**src/rtl/hsv_pkg.sv**
```systemverilog
// Shared types and constants of the HSV to RGB converter.
`default_nettype none

package hsv_pkg;

   localparam int DEFAULT_HUE_FRACTION_BITS = 4;

   // Rounded channel = floor(y / SCALE_DIV), where y = (510*v*T >> F) + ROUND_BIAS
   localparam int SCALE_DIV = 1200000;
   localparam int ROUND_BIAS = 600000;
   localparam int Y_WIDTH = 29;

   // Reciprocal of SCALE_DIV; the estimate is low by at most one
   localparam int RECIP_SHIFT = 40;
   localparam longint unsigned RECIP = (64'd1 << RECIP_SHIFT) / SCALE_DIV;
   localparam int RECIP_WIDTH = 20;
   localparam int PROD_WIDTH = Y_WIDTH + RECIP_WIDTH;
   localparam int QUOT_WIDTH = 9;

   typedef enum logic [2:0] {
      SECTOR_RED_YELLOW    = 3'd0,
      SECTOR_YELLOW_GREEN  = 3'd1,
      SECTOR_GREEN_CYAN    = 3'd2,
      SECTOR_CYAN_BLUE     = 3'd3,
      SECTOR_BLUE_MAGENTA  = 3'd4,
      SECTOR_MAGENTA_RED   = 3'd5,
      SECTOR_NONE          = 3'd6
   } sector_type;

   // Stage load enables shared by the three scaling pipes
   typedef struct packed {
      logic mul;
      logic bias;
      logic recip;
      logic fix;
   } hsv_adv_type;

endpackage

`default_nettype wire

```
**src/rtl/hsv_to_rgb_converter.sv**
```systemverilog
// Top level of the HSV to RGB converter: hue split, sector select, three scaling pipes.
//
//   channel  direction  ports                                      handshake
//   req      in         req_hue, req_saturation, req_brightness    req_valid / req_stall
//   rsp      out        rsp_red, rsp_green, rsp_blue               rsp_valid / rsp_stall
//
// Six register stages; one item enters per clock while req_stall is low.
// Stage 1 splits hue into sector and ramp, stage 2 builds the per-channel terms,
// stages 3 to 6 multiply by value, scale by 255 and divide by a constant.
// Reset clears only the stage valid bits.
// Each stage holds while the next one is full and stalled; empty stages fill,
// so bubbles close up under rsp_stall and req_stall rises only when all are full.
`default_nettype none

module hsv_to_rgb_converter #(
   parameter int HUE_FRACTION_BITS = hsv_pkg::DEFAULT_HUE_FRACTION_BITS
) (
   input  wire logic        clock,
   input  wire logic        reset,
   input  wire logic        req_valid,
   output logic             req_stall,
   input  wire logic [12:0] req_hue,
   input  wire logic [6:0]  req_saturation,
   input  wire logic [6:0]  req_brightness,
   output logic             rsp_valid,
   input  wire logic        rsp_stall,
   output logic [7:0]       rsp_red,
   output logic [7:0]       rsp_green,
   output logic [7:0]       rsp_blue
);
   import hsv_pkg::*;

   localparam int D = 60 << HUE_FRACTION_BITS;
   localparam int DW = $clog2(D+1);
   localparam int TW = $clog2(100*D+1);
   localparam int STAGES = 6;

   logic [STAGES:1] vld_ff, vld_in;
   logic [STAGES:1] ready;
   hsv_adv_type     adv;

   // stage 1
   sector_type      sector_ff, sector_in;
   logic [DW-1:0]   ramp_ff, ramp_in;
   logic [6:0]      sat_ff, sat_in;
   logic [6:0]      val_ff, val_in;
   logic [31:0]     hue_ext;
   logic [31:0]     base;
   logic [DW-1:0]   rem;

   // stage 2
   logic [TW-1:0]   t_red_ff, t_green_ff, t_blue_ff;
   logic [TW-1:0]   t_red_in, t_green_in, t_blue_in;
   logic [6:0]      val2_ff;
   logic [TW-1:0]   t_zero, t_full, t_ramp;

   // handshake: a stage loads when it is empty or its item moves on
   always_comb begin
      ready[STAGES] = !vld_ff[STAGES] || !rsp_stall;
      for (int k = STAGES - 1; k >= 1; k--) begin
         ready[k] = !vld_ff[k] || ready[k+1];
      end
      vld_in[1] = req_valid;
      for (int k = 2; k <= STAGES; k++) begin
         vld_in[k] = vld_ff[k-1];
      end
   end

   assign req_stall  = !ready[1];
   assign adv.mul    = ready[3];
   assign adv.bias   = ready[4];
   assign adv.recip  = ready[5];
   assign adv.fix    = ready[6];

   always_ff @(posedge clock) begin
      if (reset) begin
         vld_ff <= '0;
      end else begin
         for (int k = 1; k <= STAGES; k++) begin
            if (ready[k]) begin
               vld_ff[k] <= vld_in[k];
            end
         end
      end
   end

   // stage 1: clamp percentages, find sector and ramp position
   assign sat_in  = (req_saturation > 7'd100) ? 7'd100 : req_saturation;
   assign val_in  = (req_brightness > 7'd100) ? 7'd100 : req_brightness;
   assign hue_ext = 32'(req_hue);

   always_comb begin
      priority if (hue_ext < 32'(D)) begin
         sector_in = SECTOR_RED_YELLOW;
      end else if (hue_ext < 32'(2*D)) begin
         sector_in = SECTOR_YELLOW_GREEN;
      end else if (hue_ext < 32'(3*D)) begin
         sector_in = SECTOR_GREEN_CYAN;
      end else if (hue_ext < 32'(4*D)) begin
         sector_in = SECTOR_CYAN_BLUE;
      end else if (hue_ext < 32'(5*D)) begin
         sector_in = SECTOR_BLUE_MAGENTA;
      end else if (hue_ext < 32'(6*D)) begin
         sector_in = SECTOR_MAGENTA_RED;
      end else begin
         sector_in = SECTOR_NONE;
      end
   end

   always_comb begin
      unique case (sector_in)
         SECTOR_RED_YELLOW:   base = 32'(0);
         SECTOR_YELLOW_GREEN: base = 32'(D);
         SECTOR_GREEN_CYAN:   base = 32'(2*D);
         SECTOR_CYAN_BLUE:    base = 32'(3*D);
         SECTOR_BLUE_MAGENTA: base = 32'(4*D);
         SECTOR_MAGENTA_RED:  base = 32'(5*D);
         default:             base = 32'(0);
      endcase
      rem = DW'(hue_ext - base);
      if (sector_in == SECTOR_YELLOW_GREEN || sector_in == SECTOR_CYAN_BLUE ||
          sector_in == SECTOR_MAGENTA_RED) begin
         ramp_in = DW'(D) - rem;
      end else begin
         ramp_in = rem;
      end
   end

   always_ff @(posedge clock) begin
      if (ready[1]) begin
         sector_ff <= sector_in;
         ramp_ff   <= ramp_in;
         sat_ff    <= sat_in;
         val_ff    <= val_in;
      end
   end

   // stage 2: terms over D, channel = round(255 * v * T / (10000 * D))
   assign t_zero = TW'(7'd100 - sat_ff) * TW'(D);
   assign t_full = TW'(100 * D);
   assign t_ramp = TW'(sat_ff) * TW'(ramp_ff) + t_zero;

   always_comb begin
      unique case (sector_ff)
         SECTOR_RED_YELLOW: begin
            t_red_in = t_full; t_green_in = t_ramp; t_blue_in = t_zero;
         end
         SECTOR_YELLOW_GREEN: begin
            t_red_in = t_ramp; t_green_in = t_full; t_blue_in = t_zero;
         end
         SECTOR_GREEN_CYAN: begin
            t_red_in = t_zero; t_green_in = t_full; t_blue_in = t_ramp;
         end
         SECTOR_CYAN_BLUE: begin
            t_red_in = t_zero; t_green_in = t_ramp; t_blue_in = t_full;
         end
         SECTOR_BLUE_MAGENTA: begin
            t_red_in = t_ramp; t_green_in = t_zero; t_blue_in = t_full;
         end
         SECTOR_MAGENTA_RED: begin
            t_red_in = t_full; t_green_in = t_zero; t_blue_in = t_ramp;
         end
         default: begin
            t_red_in = t_zero; t_green_in = t_zero; t_blue_in = t_zero;
         end
      endcase
   end

   always_ff @(posedge clock) begin
      if (ready[2]) begin
         t_red_ff   <= t_red_in;
         t_green_ff <= t_green_in;
         t_blue_ff  <= t_blue_in;
         val2_ff    <= val_ff;
      end
   end

   // stages 3 to 6
   hsv_scale #(.HUE_FRACTION_BITS(HUE_FRACTION_BITS)) u_scale_red (
      .clock   (clock),
      .adv     (adv),
      .value   (val2_ff),
      .term    (t_red_ff),
      .channel (rsp_red)
   );

   hsv_scale #(.HUE_FRACTION_BITS(HUE_FRACTION_BITS)) u_scale_green (
      .clock   (clock),
      .adv     (adv),
      .value   (val2_ff),
      .term    (t_green_ff),
      .channel (rsp_green)
   );

   hsv_scale #(.HUE_FRACTION_BITS(HUE_FRACTION_BITS)) u_scale_blue (
      .clock   (clock),
      .adv     (adv),
      .value   (val2_ff),
      .term    (t_blue_ff),
      .channel (rsp_blue)
   );

   assign rsp_valid = vld_ff[STAGES];

   a_accept_enters: assert property (@(posedge clock) disable iff (reset)
      req_valid && !req_stall |=> vld_ff[1])
      else $error("accepted item did not enter stage 1");

   a_empty_takes: assert property (@(posedge clock) disable iff (reset)
      !vld_ff[1] |-> !req_stall)
      else $error("input stalled with stage 1 empty");

   a_hold_terms: assert property (@(posedge clock) disable iff (reset)
      vld_ff[2] && !ready[2] |=> vld_ff[2] && $stable(t_red_ff) && $stable(val2_ff))
      else $error("held stage 2 item changed");

   a_gray_out_of_range: assert property (@(posedge clock) disable iff (reset)
      ready[2] && vld_ff[1] && sector_ff == SECTOR_NONE |=>
         t_red_ff == t_green_ff && t_green_ff == t_blue_ff)
      else $error("hue out of range did not give equal terms");

endmodule

`default_nettype wire

```
**src/rtl/hsv_scale.sv**
```systemverilog
// One color channel: v*T, scale by 255 with rounding, divide by constant.
`default_nettype none

module hsv_scale #(
   parameter int HUE_FRACTION_BITS = hsv_pkg::DEFAULT_HUE_FRACTION_BITS
) (
   input  wire logic                                      clock,
   input  wire hsv_pkg::hsv_adv_type                      adv,
   input  wire logic [6:0]                                value,
   input  wire logic [$clog2(100*(60 << HUE_FRACTION_BITS)+1)-1:0] term,
   output logic [7:0]                                     channel
);
   import hsv_pkg::*;

   localparam int D = 60 << HUE_FRACTION_BITS;
   localparam int VTW = $clog2(100*100*D+1);
   localparam int SCW = VTW + 9;

   logic [VTW-1:0]        vt_ff, vt_in;
   logic [Y_WIDTH-1:0]    y_ff, y_in;
   logic [Y_WIDTH-1:0]    y2_ff;
   logic [PROD_WIDTH-1:0] prod_ff, prod_in;
   logic [7:0]            chan_ff, chan_in;

   logic [SCW-1:0]        scaled;
   logic [QUOT_WIDTH-1:0] q0;
   logic [QUOT_WIDTH-1:0] q1;
   logic [Y_WIDTH-1:0]    back;
   logic [Y_WIDTH-1:0]    rem;

   assign vt_in = VTW'(value) * VTW'(term);

   assign scaled = SCW'(vt_ff) * SCW'(510);
   assign y_in   = Y_WIDTH'(scaled >> HUE_FRACTION_BITS) + Y_WIDTH'(ROUND_BIAS);

   assign prod_in = PROD_WIDTH'(y_ff) * PROD_WIDTH'(RECIP);

   assign q0   = prod_ff[RECIP_SHIFT +: QUOT_WIDTH];
   assign back = Y_WIDTH'(Y_WIDTH'(q0) * Y_WIDTH'(SCALE_DIV));
   assign rem  = y2_ff - back;
   assign q1   = (rem >= Y_WIDTH'(SCALE_DIV)) ? q0 + QUOT_WIDTH'(1) : q0;
   assign chan_in = (q1 > QUOT_WIDTH'(255)) ? 8'd255 : q1[7:0];

   always_ff @(posedge clock) begin
      if (adv.mul) begin
         vt_ff <= vt_in;
      end
      if (adv.bias) begin
         y_ff <= y_in;
      end
      if (adv.recip) begin
         prod_ff <= prod_in;
         y2_ff   <= y_ff;
      end
      if (adv.fix) begin
         chan_ff <= chan_in;
      end
   end

   assign channel = chan_ff;

endmodule

`default_nettype wire

```
**config.mk**
```make
export PLATFORM = sky130hd
export DESIGN_NAME = hsv_to_rgb_converter
export DESIGN_NICKNAME = d
export VERILOG_FILES = /design/src/rtl/hsv_pkg.sv /design/src/rtl/hsv_to_rgb_converter.sv /design/src/rtl/hsv_scale.sv
export SDC_FILE = /design/constraint.sdc
export NUM_CORES = 2
export LEC_CHECK = 0
export BUFFER_PORTS_ARGS = -buffer_cell sky130_fd_sc_hd__buf_2
export CORE_MARGIN = 2
export CORE_UTILIZATION = 67
export CTS_CLUSTER_SIZE = 30
export DETAILED_ROUTE_END_ITERATION = 16
export PLACE_DENSITY = 0.9
export SLEW_MARGIN = 0
export SYNTH_ARGS = -nofsm -noshare
export SYNTH_HDL_FRONTEND = slang
export SYNTH_SLANG_ARGS = --single-unit
```
**constraint.sdc**
```tcl
create_clock -name clock -period 11.3 [get_ports clock]
set_clock_uncertainty 0.2 [all_clocks]
set_input_delay 1.13 -clock clock [delete_from_list [all_inputs] [get_ports clock]]
set_output_delay 1.13 -clock clock [all_outputs]
set_load 0.005 [all_outputs]
```
* After elaboration in Yosys (flattened, before gate mapping) *
Index checks and enable logic that the tools add are counted.
Widths: inputs -> output; s select.

storage, ports and cells
  input port bits = 31
  flip-flop bits (word level) = 508
  output and inout bits = 26

cells by class
  $add $sub $neg = 13
  magnitude comparators = 14
  multiplexer cells = 14
  equal/unequal tests = 10
  reductions and logical operators = 23
  $mul = 14

operator list
  cell                    number
  $mul 29x20->49 const B  3
  $pmux 17 s2             3
  $mul 24x8->32 const B   3
  $add 29x20->29 const B  3
  $ge 29x21->1 const B    3
  $sub 29x29->29          3
  $mul 7x17->24           3
  $mul 9x14->22 const B   3
  $pmux 10 s5             1
  $add 9x1->9 const B     3
  $gt 9x8->1 const B      3
  $mux 9                  3
  $lt 13x12->1 const B    2
  $lt 13x13->1 const B    2
  $add 17x17->17          1
  $mul 17x4->11 const B   1
  $mul 7x10->17           1
  $gt 7x7->1 const B      2
  $lt 13x10->1 const B    1
  $lt 13x11->1 const B    1
  $eq 3x2->1 const B      4
  $eq 3x3->1 const B      4
  $mux 3                  4
  $reduce_or 2->1         6
  9 further kinds         25

* Logic depth before layout (Yosys ltp) *
  depth in word-level cells = 12
  mapped depth = 32

* By module *
From an unflattened synthesis, not the netlist that was laid out.

unflattened totals
  cell total of the unflattened synthesis = 7,566
  area total of the unflattened synthesis = 78,061.1 sq um

by module, submodules not included
  module                      cells an instance  area each (sq um)  instances  seq. area each (sq um)
  hsv_scale at u_scale_red    2,349              23,885.4           1          2,762.6
  hsv_scale at u_scale_blue   2,288              23,581.4           1          2,762.6
  hsv_scale at u_scale_green  2,261              23,410.0           1          2,762.6
  hsv_to_rgb_converter        668                7,184.4            1          2,672.6

* Worst setup path after synthesis *
OpenSTA, ideal clock, no wires.

  path kind = flip-flop to flip-flop
  start = register u_scale_blue.prod_ff[40]
  end = register u_scale_blue.chan_ff[1] (netlist: u_scale_blue.channel[1]) (data pin)
  required time = 10,825 ps
  slack = 3,408 ps
  period minus slack after synthesis = 7,892 ps
  data arrival time = 7,417 ps
  library setup time = 275 ps
  cell stages (with the launch flop) = 32
  cells stage by stage = edfxtp_1 > fa_1 > ha_1 > ha_1 > inv_1 > fa_1 > inv_1 > ha_1 > fa_1 > a21o_1 > a21oi_1 > o21ai_0 > a21oi_1 > o21bai_1 > a21oi_1 > o21bai_1 > a2111oi_0 > o41ai_1 > a21oi_1 > xor2_1 > ha_1 > clkbuf_1 > nand4_1 > or2_2 > o21a_1 > and3_1 > nor3_1 > xnor2_1 > nor4_4 > nor3b_2 > xnor2_4 > o211ai_1

between the ends
  cells in the longest elaborated chain, start to end = 5
  elaborated cells between the ends (all ways) = 6
  classes of those cells = add/sub: 2; mul: 1; order compare: 2; mux: 1

ends and longest elaborated chain
  what                    RTL line         text
  start, declared         hsv_scale.sv:22  logic [PROD_WIDTH-1:0] prod_ff, prod_in;
  start signal, assigned  hsv_scale.sv:52  prod_ff <= prod_in;
  $mul 9x14->22           hsv_scale.sv:39  assign back = Y_WIDTH'(Y_WIDTH'(q0) * Y_WIDTH'(SCALE_DIV));
  $sub 29x29->29          hsv_scale.sv:40  assign rem = y2_ff - back;
  $ge 29x21->1            hsv_scale.sv:41  assign q1 = (rem >= Y_WIDTH'(SCALE_DIV)) ? q0 + QUOT_WIDTH'(1) : q0;
  $mux 9 (*)              hsv_scale.sv:41
  $gt 9x8->1              hsv_scale.sv:42  assign chan_in = (q1 > QUOT_WIDTH'(255)) ? 8'd255 : q1[7:0];
  end signal, assigned    hsv_scale.sv:56  chan_ff <= chan_in;
  end, declared           hsv_scale.sv:23  logic [7:0] chan_ff, chan_in;

Mark *: on every way between the ends. The rest lies on a longest branch, timed or not.
A chain may end at the register's enable or synchronous reset.

* Worst setup path after layout *
Same ends and word-level chain as after synthesis.

==> metrics.csv <==
metric,value,unit
core area,115000,um^2
Die X,345,um
GPL Wtd Cong,0.968,
worst setup path start,u_scale_blue.prod_ff[40]$_DFFE_PP_,
crit path max-delay cell type,a2111oi_0,
antenna cells,0,
DRT met1 WL,68100,um
H-tree depth,2,
CP startpoint kind,flip-flop,
most common cell in the netlist,inv_1,
post-synthesis instance area,77800,um^2
worst-path fanout max,9,
CTS Sinks,367,
die area,119000,um^2
PortBufs,56,
WHS Path Cells,0,
Site Rows,124,
cts bufs inserted,49,
final design area excluding fillers,81200,um^2
DP HPWL,144000,um
fraction of the cycle the final worst path needs,0.782,
Worst R2R End,u_scale_blue.channel[1]$_SDFFCE_PN1P_,
FMAX,0.113,GHz
metal3 WL,10600,um
WP data arrival,9.00,ns
area of the multi-input gates,59200,um^2
top layer used by detailed routing,met5,
WL final,171000,um
post-synth net total,10200,
Layout area overhead,4.50,%
Hold Crit Class,flip-flop to flip-flop,
Detailed Routing Iterations Pass 1,6,
met2 WL,86600,um
Final Max Slew Viols,0,
CTS Hold Bufs,0,
ys async rst share,0,
Setup Buffers After CTS,0,
post-synthesis sequential area ratio,0.141,
Iter 0 DRT Violations,3867,
total gr overflow,0,
Total GRT Usage,0.301,
Die Y,345,um
Clock Latency Late Sink,0.65,ns
CTS tree,yes,
register area,11000,um^2
via count,54200,
CTS resizes,0,
DR WL/cell,18.6,um
"top cells by count, synth","inv_1, fa_1, ha_1",
top-area cell type share of the netlist area,0.370,
Post-route DRC,0,
Nets,10200,
flop-to-flop setup slack,2.47,ns
crit end category,flip-flop,
Avg Synthesized Cell Area,10.2,um^2
placed cell area,79700,um^2
relative slew slack,0.149,
Worst Setup EP,u_scale_blue.channel[1]$_SDFFCE_PN1P_,
antenna violations before repair,3,
status,"finished, final reports clean",
Synth area leader,fa_1,
synth warn,0,
max_cap viols,0,
Syn Inst Count,7617,
Most Frequent Cell on Critical Path,a21oi_1,
Worst-path clk slew,0.06,ns
num ports,57,
Initial Utilization,0.678,
Root Driver,clkbuf_16,
"top cells by area, synth","fa_1, ha_1, edfxtp_1",
Critical R2R Launch,u_scale_blue.prod_ff[40]$_DFFE_PP_,
CP max stage delay,0.80,ns
filler instances,7525,
share of cells above drive strength 1,0.0279,
Crit Path Class,flip-flop to flip-flop,
vias per std cell,5.90,
min Tclk post-route,8.83,ns
ys flop type,edfxtp_1,
vias in the first global route,60000,
RSZ-0062 raised after global routing,false,
Post-synth EDFFs,361,
FF-to-FF path depth,30,
synthesized flop and latch total,367,
critical path required time,11.47,ns
Tightest Pin Transition,1.26,ns
Routed Antenna Nets,0,
first-pass GRT wire length,289000,um
final setup violation count,0,
setup TNS,0,ns
post-synthesis cell type count,103,
post-layout util,0.709,
Fin. Hold Viols,0,
CTS Buffer Depth,3,
pin count of the biggest net entering global routing,73,
[cells in the final DEF (no fill, tap or decap), types with 48 or more instances in the layout]
master / count
nor2b_1: 51
nor2_1: 221
xor2_1: 127
o21a_1: 52
a21o_1: 122
ha_1: 1123
a21oi_1: 257
fa_1: 1436
clkbuf_16: 50
o21bai_1: 56
buf_2: 56
nor3_1: 83
nand2_1: 462
and2_1: 183
o21ai_0: 159
edfxtp_1: 361
inv_1: 1915
nand3_1: 80
and3_1: 48
xnor2_1: 226
[metal layers]
layer / up-vias / global-route usage
met1: 27300 / 0.386
met2: 2012 / 0.528
met5: - / 0
met3: 508 / 0.0389
li1: 24400 / -
met4: 2 / 0.104
[state kept, by name (all words and copies together), names as in the netlist, 7 cells and up]
signal and count:
u_scale_green.prod_ff 9, val2_ff 7, t_red_ff 17, val_ff 7
u_scale_red.prod_ff 9, u_scale_green.y_ff 29, u_scale_red.vt_ff 24, u_scale_blue.y_ff 29
ramp_ff 10, sat_ff 7, u_scale_red.y2_ff 22, t_blue_ff 17
t_green_ff 17, u_scale_blue.y2_ff 22, u_scale_red.y_ff 29, u_scale_blue.channel 8
u_scale_green.y2_ff 22, u_scale_red.channel 8, u_scale_green.vt_ff 24, u_scale_blue.prod_ff 9
u_scale_blue.vt_ff 24, u_scale_green.channel 8
[worst max-delay path: cells and delay by family (launching register included)]
kind | cells | cell delay (ns)
AND/OR/NAND/NOR | 4 | 1.16
AO/OA/AOI/OAI | 14 | 3.03
buffers and inverters | 2 | 0.10
XOR/XNOR | 3 | 0.69
adder cells (fa/ha/maj) | 7 | 2.77
flip-flops | 1 | 0.59
[how the worst min path moves through the flow]
stage,end,startpoint
floorplan,val2_ff[0]$_DFFE_PP_,val_ff[0]$_SDFFCE_PN0N_
global placement,val2_ff[3]$_DFFE_PP_,val_ff[3]$_SDFFCE_PN0N_
detailed placement,val2_ff[0]$_DFFE_PP_,val_ff[0]$_SDFFCE_PN0N_
CTS,val2_ff[0]$_DFFE_PP_,val_ff[0]$_SDFFCE_PN0N_
global route,val2_ff[0]$_DFFE_PP_,val_ff[0]$_SDFFCE_PN0N_
finish,val2_ff[0]$_DFFE_PP_,val_ff[0]$_SDFFCE_PN0N_
[logic make-up (layout without fill, tap and decap cells)]
family                   count (synthesis)  after routing  share of synthesized area
flip-flops                             367            367                      0.141
AND/OR/NAND/NOR                       1332           1332                     0.0848
AO/OA/AOI/OAI                          979            979                     0.0843
XOR/XNOR                               355            355                     0.0404
multiplexers                            14             14                    0.00183
adder cells (fa/ha/maj)               2559           2559                      0.550
buffers and inverters                 2011           2077                     0.0972
[final cells by class]
| class | count | area share |
|---|---|---|
| Multi-Input combinational cell | 5239 | 0.729 |
| Sequential cell | 367 | 0.135 |
| Inverter | 1918 | 0.0886 |
| Tap cell | 1512 | 0.0233 |
| Clock buffer | 59 | 0.0159 |
| Timing Repair Buffer | 69 | 0.00465 |
| Clock inverter | 31 | 0.00345 |
[metrics by stage]
step / hold WS (ns) / cells / worst slack [ns]
detailed placement: 0.208 / 9105 / 2.46
floorplan: 0.200 / 7617 / 3.41
CTS: 0.221 / 9195 / 2.40
finish: 0.219 / 9195 / 2.47
global route: 0.224 / 9195 / 1.72
global placement: 0.203 / 9105 / 2.56
Power is not shown: default switching activity piles up to over one toggle a cycle in this logic, so the estimate is an artifact.
